==> src/rtl/sfr_pkg.sv <==
// Shared types, codes and the CRC update function of the stuffed frame receiver.
package sfr_pkg;

    localparam logic [7:0] MARK_START  = 8'hB4;
    localparam logic [7:0] MARK_ESC    = 8'hB5;
    localparam logic [7:0] MARK_TSTART = 8'hB6;
    localparam logic [7:0] MARK_TESC   = 8'hB7;

    localparam logic [15:0] CRC_POLY_RESET = 16'h1021;

    localparam int Q_DEPTH = 2;
    localparam int Q_AW    = (Q_DEPTH > 1) ? $clog2(Q_DEPTH) : 1;
    localparam int Q_CW    = $clog2(Q_DEPTH + 1);

    typedef enum logic [0:0] {
        CFG_POLY = 1'b0,
        CFG_REFL = 1'b1
    } t_cfg_index;

    typedef enum logic [2:0] {
        EV_CONSUMED = 3'd0,
        EV_PASS     = 3'd1,
        EV_PAYLOAD  = 3'd2,
        EV_GOOD     = 3'd3,
        EV_CRC_ERR  = 3'd4,
        EV_ABORT    = 3'd5
    } t_event;

    // Commands handed from the front to the back.
    typedef enum logic [2:0] {
        OP_CONSUME = 3'd0,
        OP_PASS    = 3'd1,
        OP_SEED    = 3'd2,
        OP_CRC     = 3'd3,
        OP_PAYLOAD = 3'd4,
        OP_CHECK   = 3'd5,
        OP_ABORT   = 3'd6
    } t_op;

    typedef struct packed {
        t_op         op;
        logic [7:0]  data;
        logic [15:0] idx;
        logic [15:0] len;
        logic [15:0] rcrc;
    } t_cmd;

    typedef struct packed {
        logic push;
        logic pop;
    } t_q_ctrl;

    typedef struct packed {
        logic full;
        logic empty;
    } t_q_status;

    function automatic logic [15:0] crc_update(input logic [15:0] crc, input logic [7:0] b,
                                               input logic [15:0] poly, input logic refl);
        logic [15:0] c;
        if (refl) begin
            c = crc ^ {8'h00, b};
            for (int i = 0; i < 8; i++) begin
                if (c[0]) c = (c >> 1) ^ poly;
                else      c = c >> 1;
            end
        end else begin
            c = crc ^ {b, 8'h00};
            for (int i = 0; i < 8; i++) begin
                if (c[15]) c = (c << 1) ^ poly;
                else       c = c << 1;
            end
        end
        return c;
    endfunction

endpackage

==> src/rtl/sfr_front.sv <==
// Front end: destuffing and frame parsing, one command per received byte.
module sfr_front
    import sfr_pkg::*;
(
    input  logic       i_clk,
    input  logic       i_rst_n,
    input  logic       i_accept,
    input  logic [7:0] i_byte,
    output t_cmd       o_cmd
);

    typedef enum logic [2:0] {
        PH_IDLE = 3'd0,
        PH_LEN0 = 3'd1,
        PH_LEN1 = 3'd2,
        PH_DATA = 3'd3,
        PH_CRC0 = 3'd4,
        PH_CRC1 = 3'd5
    } t_phase;

    t_phase      r_phase, n_phase;
    logic [7:0]  r_prev, n_prev;
    logic [15:0] r_len, n_len;
    logic [15:0] r_count, n_count;
    logic [7:0]  r_crc_lo, n_crc_lo;
    logic [7:0]  d;
    logic        esc_ok;

    always_comb begin
        n_phase  = r_phase;
        n_prev   = r_prev;
        n_len    = r_len;
        n_count  = r_count;
        n_crc_lo = r_crc_lo;
        o_cmd    = '{op: OP_CONSUME, data: 8'h00, idx: 16'h0000, len: 16'h0000,
                     rcrc: 16'h0000};
        d        = i_byte;
        esc_ok   = 1'b1;

        if (i_byte == MARK_START) begin
            n_prev     = i_byte;
            n_phase    = PH_LEN0;
            o_cmd.op   = OP_SEED;
            o_cmd.data = i_byte;
        end else if (r_phase == PH_IDLE) begin
            o_cmd.op   = OP_PASS;
            o_cmd.data = i_byte;
        end else begin
            n_prev = i_byte;
            if (r_prev == MARK_ESC) begin
                if (i_byte == MARK_TESC)        d = MARK_ESC;
                else if (i_byte == MARK_TSTART) d = MARK_START;
                else                            esc_ok = 1'b0;
            end

            if (!esc_ok) begin
                n_phase  = PH_IDLE;
                o_cmd.op = OP_ABORT;
            end else if (r_prev != MARK_ESC && i_byte == MARK_ESC) begin
                o_cmd.op = OP_CONSUME;
            end else begin
                case (r_phase)
                    PH_LEN0: begin
                        o_cmd.op   = OP_CRC;
                        o_cmd.data = d;
                        n_len      = {8'h00, d};
                        n_phase    = PH_LEN1;
                    end
                    PH_LEN1: begin
                        o_cmd.op   = OP_CRC;
                        o_cmd.data = d;
                        n_count    = 16'h0000;
                        n_len      = {d, r_len[7:0]};
                        n_phase    = ({d, r_len[7:0]} != 16'h0000) ? PH_DATA : PH_CRC0;
                    end
                    PH_DATA: begin
                        o_cmd.op   = OP_PAYLOAD;
                        o_cmd.data = d;
                        o_cmd.idx  = r_count;
                        o_cmd.len  = r_len;
                        n_count    = r_count + 16'd1;
                        if (n_count >= r_len) n_phase = PH_CRC0;
                    end
                    PH_CRC0: begin
                        n_crc_lo = d;
                        n_phase  = PH_CRC1;
                    end
                    PH_CRC1: begin
                        o_cmd.op   = OP_CHECK;
                        o_cmd.len  = r_len;
                        o_cmd.rcrc = {d, r_crc_lo};
                        n_phase    = PH_IDLE;
                    end
                    default: begin
                        o_cmd.op = OP_CONSUME;
                    end
                endcase
            end
        end
    end

    always_ff @(posedge i_clk) begin
        if (!i_rst_n) begin
            r_phase  <= PH_IDLE;
            r_prev   <= 8'h00;
            r_len    <= 16'h0000;
            r_count  <= 16'h0000;
            r_crc_lo <= 8'h00;
        end else if (i_accept) begin
            r_phase  <= n_phase;
            r_prev   <= n_prev;
            r_len    <= n_len;
            r_count  <= n_count;
            r_crc_lo <= n_crc_lo;
        end
    end

endmodule

==> src/rtl/sfr_queue.sv <==
// Short command queue between the front and the back.
module sfr_queue
    import sfr_pkg::*;
(
    input  logic      i_clk,
    input  logic      i_rst_n,
    input  t_q_ctrl   i_ctrl,
    input  t_cmd      i_cmd,
    output t_cmd      o_cmd,
    output t_q_status o_status
);

    t_cmd            r_mem [Q_DEPTH];
    logic [Q_AW-1:0] r_wr_ptr, r_rd_ptr;
    logic [Q_CW-1:0] r_count;

    assign o_cmd          = r_mem[r_rd_ptr];
    assign o_status.full  = (r_count == Q_CW'(Q_DEPTH));
    assign o_status.empty = (r_count == '0);

    always_ff @(posedge i_clk) begin
        if (i_ctrl.push) r_mem[r_wr_ptr] <= i_cmd;
    end

    always_ff @(posedge i_clk) begin
        if (!i_rst_n) begin
            r_wr_ptr <= '0;
            r_rd_ptr <= '0;
            r_count  <= '0;
        end else begin
            if (i_ctrl.push) begin
                r_wr_ptr <= (r_wr_ptr == Q_AW'(Q_DEPTH - 1)) ? '0 : r_wr_ptr + 1'b1;
            end
            if (i_ctrl.pop) begin
                r_rd_ptr <= (r_rd_ptr == Q_AW'(Q_DEPTH - 1)) ? '0 : r_rd_ptr + 1'b1;
            end
            case ({i_ctrl.push, i_ctrl.pop})
                2'b10:   r_count <= r_count + 1'b1;
                2'b01:   r_count <= r_count - 1'b1;
                default: r_count <= r_count;
            endcase
        end
    end

endmodule

==> src/rtl/sfr_back.sv <==
// Back end: running CRC, configuration registers and the result register.
module sfr_back
    import sfr_pkg::*;
(
    input  logic        i_clk,
    input  logic        i_rst_n,
    input  logic        i_cfg_we,
    input  logic [0:0]  i_cfg_index,
    input  logic [15:0] i_cfg_data,
    input  logic        i_q_empty,
    input  t_cmd        i_cmd,
    output logic        o_pop,
    input  logic        i_stall,
    output logic        o_valid,
    output logic [2:0]  o_event_res,
    output logic [7:0]  o_data_out,
    output logic [15:0] o_byte_index,
    output logic [15:0] o_frame_length,
    output logic [15:0] o_received_crc,
    output logic [15:0] o_computed_crc
);

    logic [15:0] r_poly;
    logic        r_refl;
    logic [15:0] r_crc, n_crc;
    logic        r_valid;
    t_event      n_event;
    logic [7:0]  n_data;
    logic [15:0] n_idx, n_len, n_rcrc, n_ccrc;
    logic [15:0] crc_in;

    assign o_pop   = !i_q_empty && (!r_valid || !i_stall);
    assign o_valid = r_valid;
    // A start marker seeds the CRC from zero.
    assign crc_in  = (i_cmd.op == OP_SEED) ? 16'h0000 : r_crc;

    always_comb begin
        n_crc   = r_crc;
        n_event = EV_CONSUMED;
        n_data  = 8'h00;
        n_idx   = 16'h0000;
        n_len   = 16'h0000;
        n_rcrc  = 16'h0000;
        n_ccrc  = 16'h0000;
        case (i_cmd.op)
            OP_PASS: begin
                n_event = EV_PASS;
                n_data  = i_cmd.data;
            end
            OP_SEED, OP_CRC: begin
                n_crc = crc_update(crc_in, i_cmd.data, r_poly, r_refl);
            end
            OP_PAYLOAD: begin
                n_crc   = crc_update(crc_in, i_cmd.data, r_poly, r_refl);
                n_event = EV_PAYLOAD;
                n_data  = i_cmd.data;
                n_idx   = i_cmd.idx;
                n_len   = i_cmd.len;
            end
            OP_CHECK: begin
                n_event = (r_crc == i_cmd.rcrc) ? EV_GOOD : EV_CRC_ERR;
                n_len   = i_cmd.len;
                n_rcrc  = i_cmd.rcrc;
                n_ccrc  = r_crc;
            end
            OP_ABORT: begin
                n_event = EV_ABORT;
            end
            default: begin
                n_event = EV_CONSUMED;
            end
        endcase
    end

    always_ff @(posedge i_clk) begin
        if (!i_rst_n) begin
            r_poly  <= CRC_POLY_RESET;
            r_refl  <= 1'b0;
            r_crc   <= 16'h0000;
            r_valid <= 1'b0;
        end else begin
            if (i_cfg_we) begin
                case (t_cfg_index'(i_cfg_index))
                    CFG_POLY: r_poly <= i_cfg_data;
                    CFG_REFL: r_refl <= i_cfg_data[0];
                    default:  r_poly <= r_poly;
                endcase
            end
            if (o_pop) begin
                r_crc   <= n_crc;
                r_valid <= 1'b1;
            end else if (!i_stall) begin
                r_valid <= 1'b0;
            end
        end
    end

    always_ff @(posedge i_clk) begin
        if (o_pop) begin
            o_event_res    <= n_event;
            o_data_out     <= n_data;
            o_byte_index   <= n_idx;
            o_frame_length <= n_len;
            o_received_crc <= n_rcrc;
            o_computed_crc <= n_ccrc;
        end
    end

endmodule

==> src/rtl/stuffed_frame_receiver_unit.sv <==
// Top level of the stuffed frame receiver: front parser, command queue and CRC back end.
// A byte accepted by the front is written into the command queue; the back end pops it when
// the result register is empty or not stalled, and registers its result on the outputs.
// Throughput: one byte per cycle while o_stall is low; the two-entry command queue
// absorbs output stalls. The back end updates its CRC register over all eight bits at once.
// Reset (synchronous, active low) returns to waiting for a start marker, empties the
// queue and the result register, and restores polynomial 0x1021, MSB-first.
module stuffed_frame_receiver_unit
    import sfr_pkg::*;
(
    input  logic        i_clk,
    input  logic        i_rst_n,
    input  logic        i_cfg_we,
    input  logic [0:0]  i_cfg_index,
    input  logic [15:0] i_cfg_data,
    input  logic        i_valid,
    output logic        o_stall,
    input  logic [7:0]  i_rx_byte,
    output logic        o_valid,
    input  logic        i_stall,
    output logic [2:0]  o_event_res,
    output logic [7:0]  o_data_out,
    output logic [15:0] o_byte_index,
    output logic [15:0] o_frame_length,
    output logic [15:0] o_received_crc,
    output logic [15:0] o_computed_crc
);

    t_cmd      front_cmd, q_cmd;
    t_q_ctrl   q_ctrl;
    t_q_status q_status;
    logic      accept;
    logic      pop;

    assign o_stall     = q_status.full;
    assign accept      = i_valid && !q_status.full;
    assign q_ctrl.push = accept;
    assign q_ctrl.pop  = pop;

    sfr_front u_front (
        .i_clk    (i_clk),
        .i_rst_n  (i_rst_n),
        .i_accept (accept),
        .i_byte   (i_rx_byte),
        .o_cmd    (front_cmd)
    );

    sfr_queue u_queue (
        .i_clk    (i_clk),
        .i_rst_n  (i_rst_n),
        .i_ctrl   (q_ctrl),
        .i_cmd    (front_cmd),
        .o_cmd    (q_cmd),
        .o_status (q_status)
    );

    sfr_back u_back (
        .i_clk          (i_clk),
        .i_rst_n        (i_rst_n),
        .i_cfg_we       (i_cfg_we),
        .i_cfg_index    (i_cfg_index),
        .i_cfg_data     (i_cfg_data),
        .i_q_empty      (q_status.empty),
        .i_cmd          (q_cmd),
        .o_pop          (pop),
        .i_stall        (i_stall),
        .o_valid        (o_valid),
        .o_event_res    (o_event_res),
        .o_data_out     (o_data_out),
        .o_byte_index   (o_byte_index),
        .o_frame_length (o_frame_length),
        .o_received_crc (o_received_crc),
        .o_computed_crc (o_computed_crc)
    );

endmodule
==> config.mk <==
export PLATFORM = sky130hd
export DESIGN_NAME = stuffed_frame_receiver_unit
export DESIGN_NICKNAME = d
export VERILOG_FILES = /design/src/rtl/sfr_pkg.sv /design/src/rtl/sfr_front.sv /design/src/rtl/sfr_queue.sv /design/src/rtl/sfr_back.sv /design/src/rtl/stuffed_frame_receiver_unit.sv
export SDC_FILE = /design/constraint.sdc
export NUM_CORES = 1
export LEC_CHECK = 0
export ABC_AREA = 1
export BUFFER_PORTS_ARGS = -buffer_cell sky130_fd_sc_hd__buf_2
export CORE_UTILIZATION = 50
export CTS_CLUSTER_SIZE = 14
export DETAILED_ROUTE_END_ITERATION = 10
export PLACE_DENSITY = 0.67
export SLEW_MARGIN = 20
export SYNTH_ARGS = -nofsm -noshare
export SYNTH_HDL_FRONTEND = slang
export SYNTH_SLANG_ARGS = --single-unit
==> constraint.sdc <==
create_clock -name i_clk -period 3.4 [get_ports i_clk]
set_input_delay 0.17 -clock i_clk [delete_from_list [all_inputs] [get_ports i_clk]]
set_output_delay 0.17 -clock i_clk [all_outputs]
set_load 0.005 [all_outputs]
==> key figures <==
Outcome
  – Failing checks: negative setup slack
  – Status: finished with violations

STA
  – Slew of the pin with the lowest slew margin: around 930 ps
  – Final count of negative-setup-slack endpoints: 16
  – Worst rel slew slack: between 30% and 40%
  – Setup TNS: -5540 ps
  – Post-Route Skew: between 15 and 20 ps
  – Final hold slack: around 31 ps
  – RSZ-0062 raised after global routing: true
  – Fin crit period: between 3000 and 4000 ps
  – Pins Over Slew Limit: 0
  – Fin worst setup slack: -419 ps
  – Fin crit share: 112%
  – Fmax: 262 MHz
  – Endpoints failing hold: 0

Setup path
  – Crit path kind: register to register
  – Top fanout value on the critical path: 11
  – Largest delay contributor family on the critical path: simple AND/OR/NAND/NOR gates
  – Worst Path Buf+Inv: 6
  – Critical Path Sink Type: register
  – Startpoint Class: register
  – WP data arrival: between 4000 and 5000 ps
  – CP max stage delay: 400 ps
  – Most used cell along the critical path: nand2_4
  – Required @ worst endpoint: 3850 ps
  – Slowest CP cell: dfxtp_4

Min path
  – Worst min path class: input port to register

Power and ir drop
  – Pwr/cell area: 1200 nW/µm²
  – Max VDD drop: about 0.00073 V
  – LEAKAGE: about 0.0086 µW

Clocking
  – Clock Tree Buf Depth: 3
  – Clk_lat worst skew: around 560 ps
  – CTS buffer count: 30
  – CTS Sinks: about 280
  – H-tree levels: 1
  – Root Driver: clkbuf_16
  – Reg clk slew, reported paths: roughly 70 ps
  – CTS tree: done

Routing
  – Met2 wire length: approximately 21000 µm
  – Met1 WL: approximately 23000 µm
  – Via count: about 15k
  – # DRC: 0
  – Highest Signal Layer: met4
  – Drt via density: about 5.4
  – Antenna violation net count after detailed routing: 0
  – WL per Instance: roughly 19 µm
  – WL final: between 50000 and 60000 µm
  – WL met3: roughly 5100 µm
  – First DRT Iteration DRCs: ~1.5k
  – DRT Pass-1 Iters: 6

Placement
  – Place WS: -544 ps
  – Placed insts: between 2k and 3k
  – Buffers on Ports: 106
  – Post-DP HPWL: ~37000 µm
  – Placer Congestion: approximately 1

Global routing
  – Vias in the first global route: 13.9k
  – First-pass GRT wire length: between 70000 and 80000 µm
  – Largest net degree at the start of global routing: 60
  – Gr usage total: a little under a third
  – Total grt overflow: 0
  – Antenna violations before repair: 0

Finish
  – Storage cell area: ~7600 µm²
  – Ant. Diodes: 0
  – Area Growth Syn to Fin: 28.1%
  – Filler cells: ~2.6k
  – Share of cells above drive strength 1: between 20% and 30%
  – Area of the multi-input gates: around 8400 µm²
  – Commonest non-fill, non-tap cell in the layout: nand2_1
  – Non-Filler Instances: about 2.7k
  – Final net count: approximately 2.3k
  – Commonest non-fill, non-tap cells in the layout: nand2_1, nor2_1, inv_1

Die
  – Die area: approximately 33000 µm²
  – Die height: approximately 180 µm
  – # rows: 65
  – IO Pins: 107
  – Starting Density: between 50% and 60%
  – Core Region: ~32000 µm²
  – Die Width: between 150 and 200 µm

Synth
  – Avg Cell Area, Syn: 8.11 µm²
  – Yosys reg bits: 283
  – Number of library cell types mapped by synthesis: 44
  – Sequential area share after synthesis: a little under half
  – Warnings from Yosys: 0
  – Syn_nets: 2058
  – Cell Area, Synth: approximately 16000 µm²
  – Synthesized instance count: 2010

Run
  – Max_cap viols: 0
==> logic make-up (layout without fill, tap and decap cells) <==
family	after synthesis	in the layout	synth area share [%]
AO/OA/AOI/OAI	230	230	7.61
XOR/XNOR	191	191	10.4
adder cells (fa/ha/maj)	18	18	1.38
buffers and inverters	306	607	7.52
flip-flops	283	283	46.6
multiplexers	16	16	0.982
AND/OR/NAND/NOR	966	968	25.5
==> final timing paths <==
| path | startpoint | endpoint | slack, ps | depth (start not counted) |
|---|---|---|---|---|
| worst max-delay path | register | u_back.r_crc[3]$_SDFFE_PN0P_ | -420 | 32 |
| worst min-delay path | i_cfg_index | u_back.r_poly[5]$_SDFFE_PN1P_ | 30 | 3 |
| worst min register to register | u_queue.r_rd_ptr$_SDFFE_PN0P_ | register | 460 | 1 |
| worst max register to register | register | u_back.r_crc[3]$_SDFFE_PN0P_ | -420 | 32 |
==> where the power goes <==
group          switching (µW)  total (µW)  leakage [µW]  internal [µW]
Combinational            9650       16900       0.00552           7230
Sequential                318        4870       0.00260           4550
Clock                    1370        3410      0.000514           2040
Total                   11300       25200       0.00864          13800
==> cell usage after synthesis, drive strengths merged <==
library cell | number | area (µm²)
o21bai | 3 | 22.5
a21oi | 122 | 611
nand2b | 10 | 62.6
edfxtp | 193 | 5800
o31ai | 1 | 7.51
mux2i | 16 | 160
xor2 | 103 | 921
a21boi | 1 | 7.51
nand4 | 8 | 50.1
o21a | 1 | 7.51
nor4b | 1 | 8.76
dfxtp | 90 | 1800
or2 | 2 | 12.5
nand3b | 2 | 15.0
xnor2 | 88 | 771
a211oi | 13 | 97.6
inv | 215 | 807
nand3 | 182 | 986
o22ai | 1 | 6.26
nor4 | 8 | 50.1
nand2 | 480 | 1880
nor3 | 40 | 200
nor2 | 233 | 897
a22oi | 8 | 60.1
o211ai | 6 | 45.0
clkinv | 6 | 22.5
clkbuf | 54 | 203
buf | 31 | 194
o2111ai | 1 | 8.76
a21o | 1 | 7.51
ha | 18 | 225
o21ai | 72 | 360
==> routing by layer <==
layer | track usage [%] | vias up
met4 | 9.48 | 0
met1 | 46.2 | 6931
met5 | 0 | -
li1 | - | 7106
met3 | 5.63 | 115
met2 | 44.0 | 688
==> timing repair <==
| action | in CTS | in global routing |
|---|---|---|
| setup buffers | 11 | 11 |
| pin swaps | 44 | 56 |
| resized for setup | 83 | 132 |
| hold endpoints to repair | 32 | 0 |
| cloned | 2 | 5 |
| setup endpoints to repair | 16 | 19 |
| hold buffers | 25 | 0 |
==> stage by stage <==
stage	power [µW]	util (%)	area, µm²
2_1_floorplan	13600	-	16300
3_3_place_gp	18200	57.7	18400
3_5_place_dp	18400	57.7	18400
4_1_cts	22700	63.1	20100
5_1_grt	26700	65.7	20900
6_report	25200	65.7	20900
==> worst reg2reg max path: cells and delay by family, from the launching register on <==
kind          cells  cell delay, ps
simple gates     25            2520
buf+inv           6             590
xor+xnor          1             220
flops             1             400
==> state kept, by name, indices dropped and copies added, names as in the netlist, named ones only <==
name,count
u_queue.r_mem,118
u_back.o_byte_index,16
u_back.o_computed_crc,16
u_back.o_frame_length,16
u_back.o_received_crc,16
u_back.r_crc,16
u_back.r_poly,16
u_front.r_count,16
u_front.r_len,16
u_back.o_data_out,8
u_front.r_crc_lo,8
u_front.r_prev,8
u_back.o_event_res,3
u_front.r_phase,3
u_queue.r_count,2
u_back.o_valid,1
u_back.r_refl,1
u_queue.r_rd_ptr,1
u_queue.r_wr_ptr,1
==> cell type report <==
| class | count | area share (%) |
|---|---|---|
| tap | 435 | 2.61 |
| clock buffer | 36 | 3.80 |
| timing repair buffer | 330 | 11.9 |
| clock inverter | 20 | 1.14 |
| sequential | 283 | 36.4 |
| inverter | 221 | 4.01 |
| multi-input combinational | 1423 | 40.2 |
(Power assumes the default switching activity.)
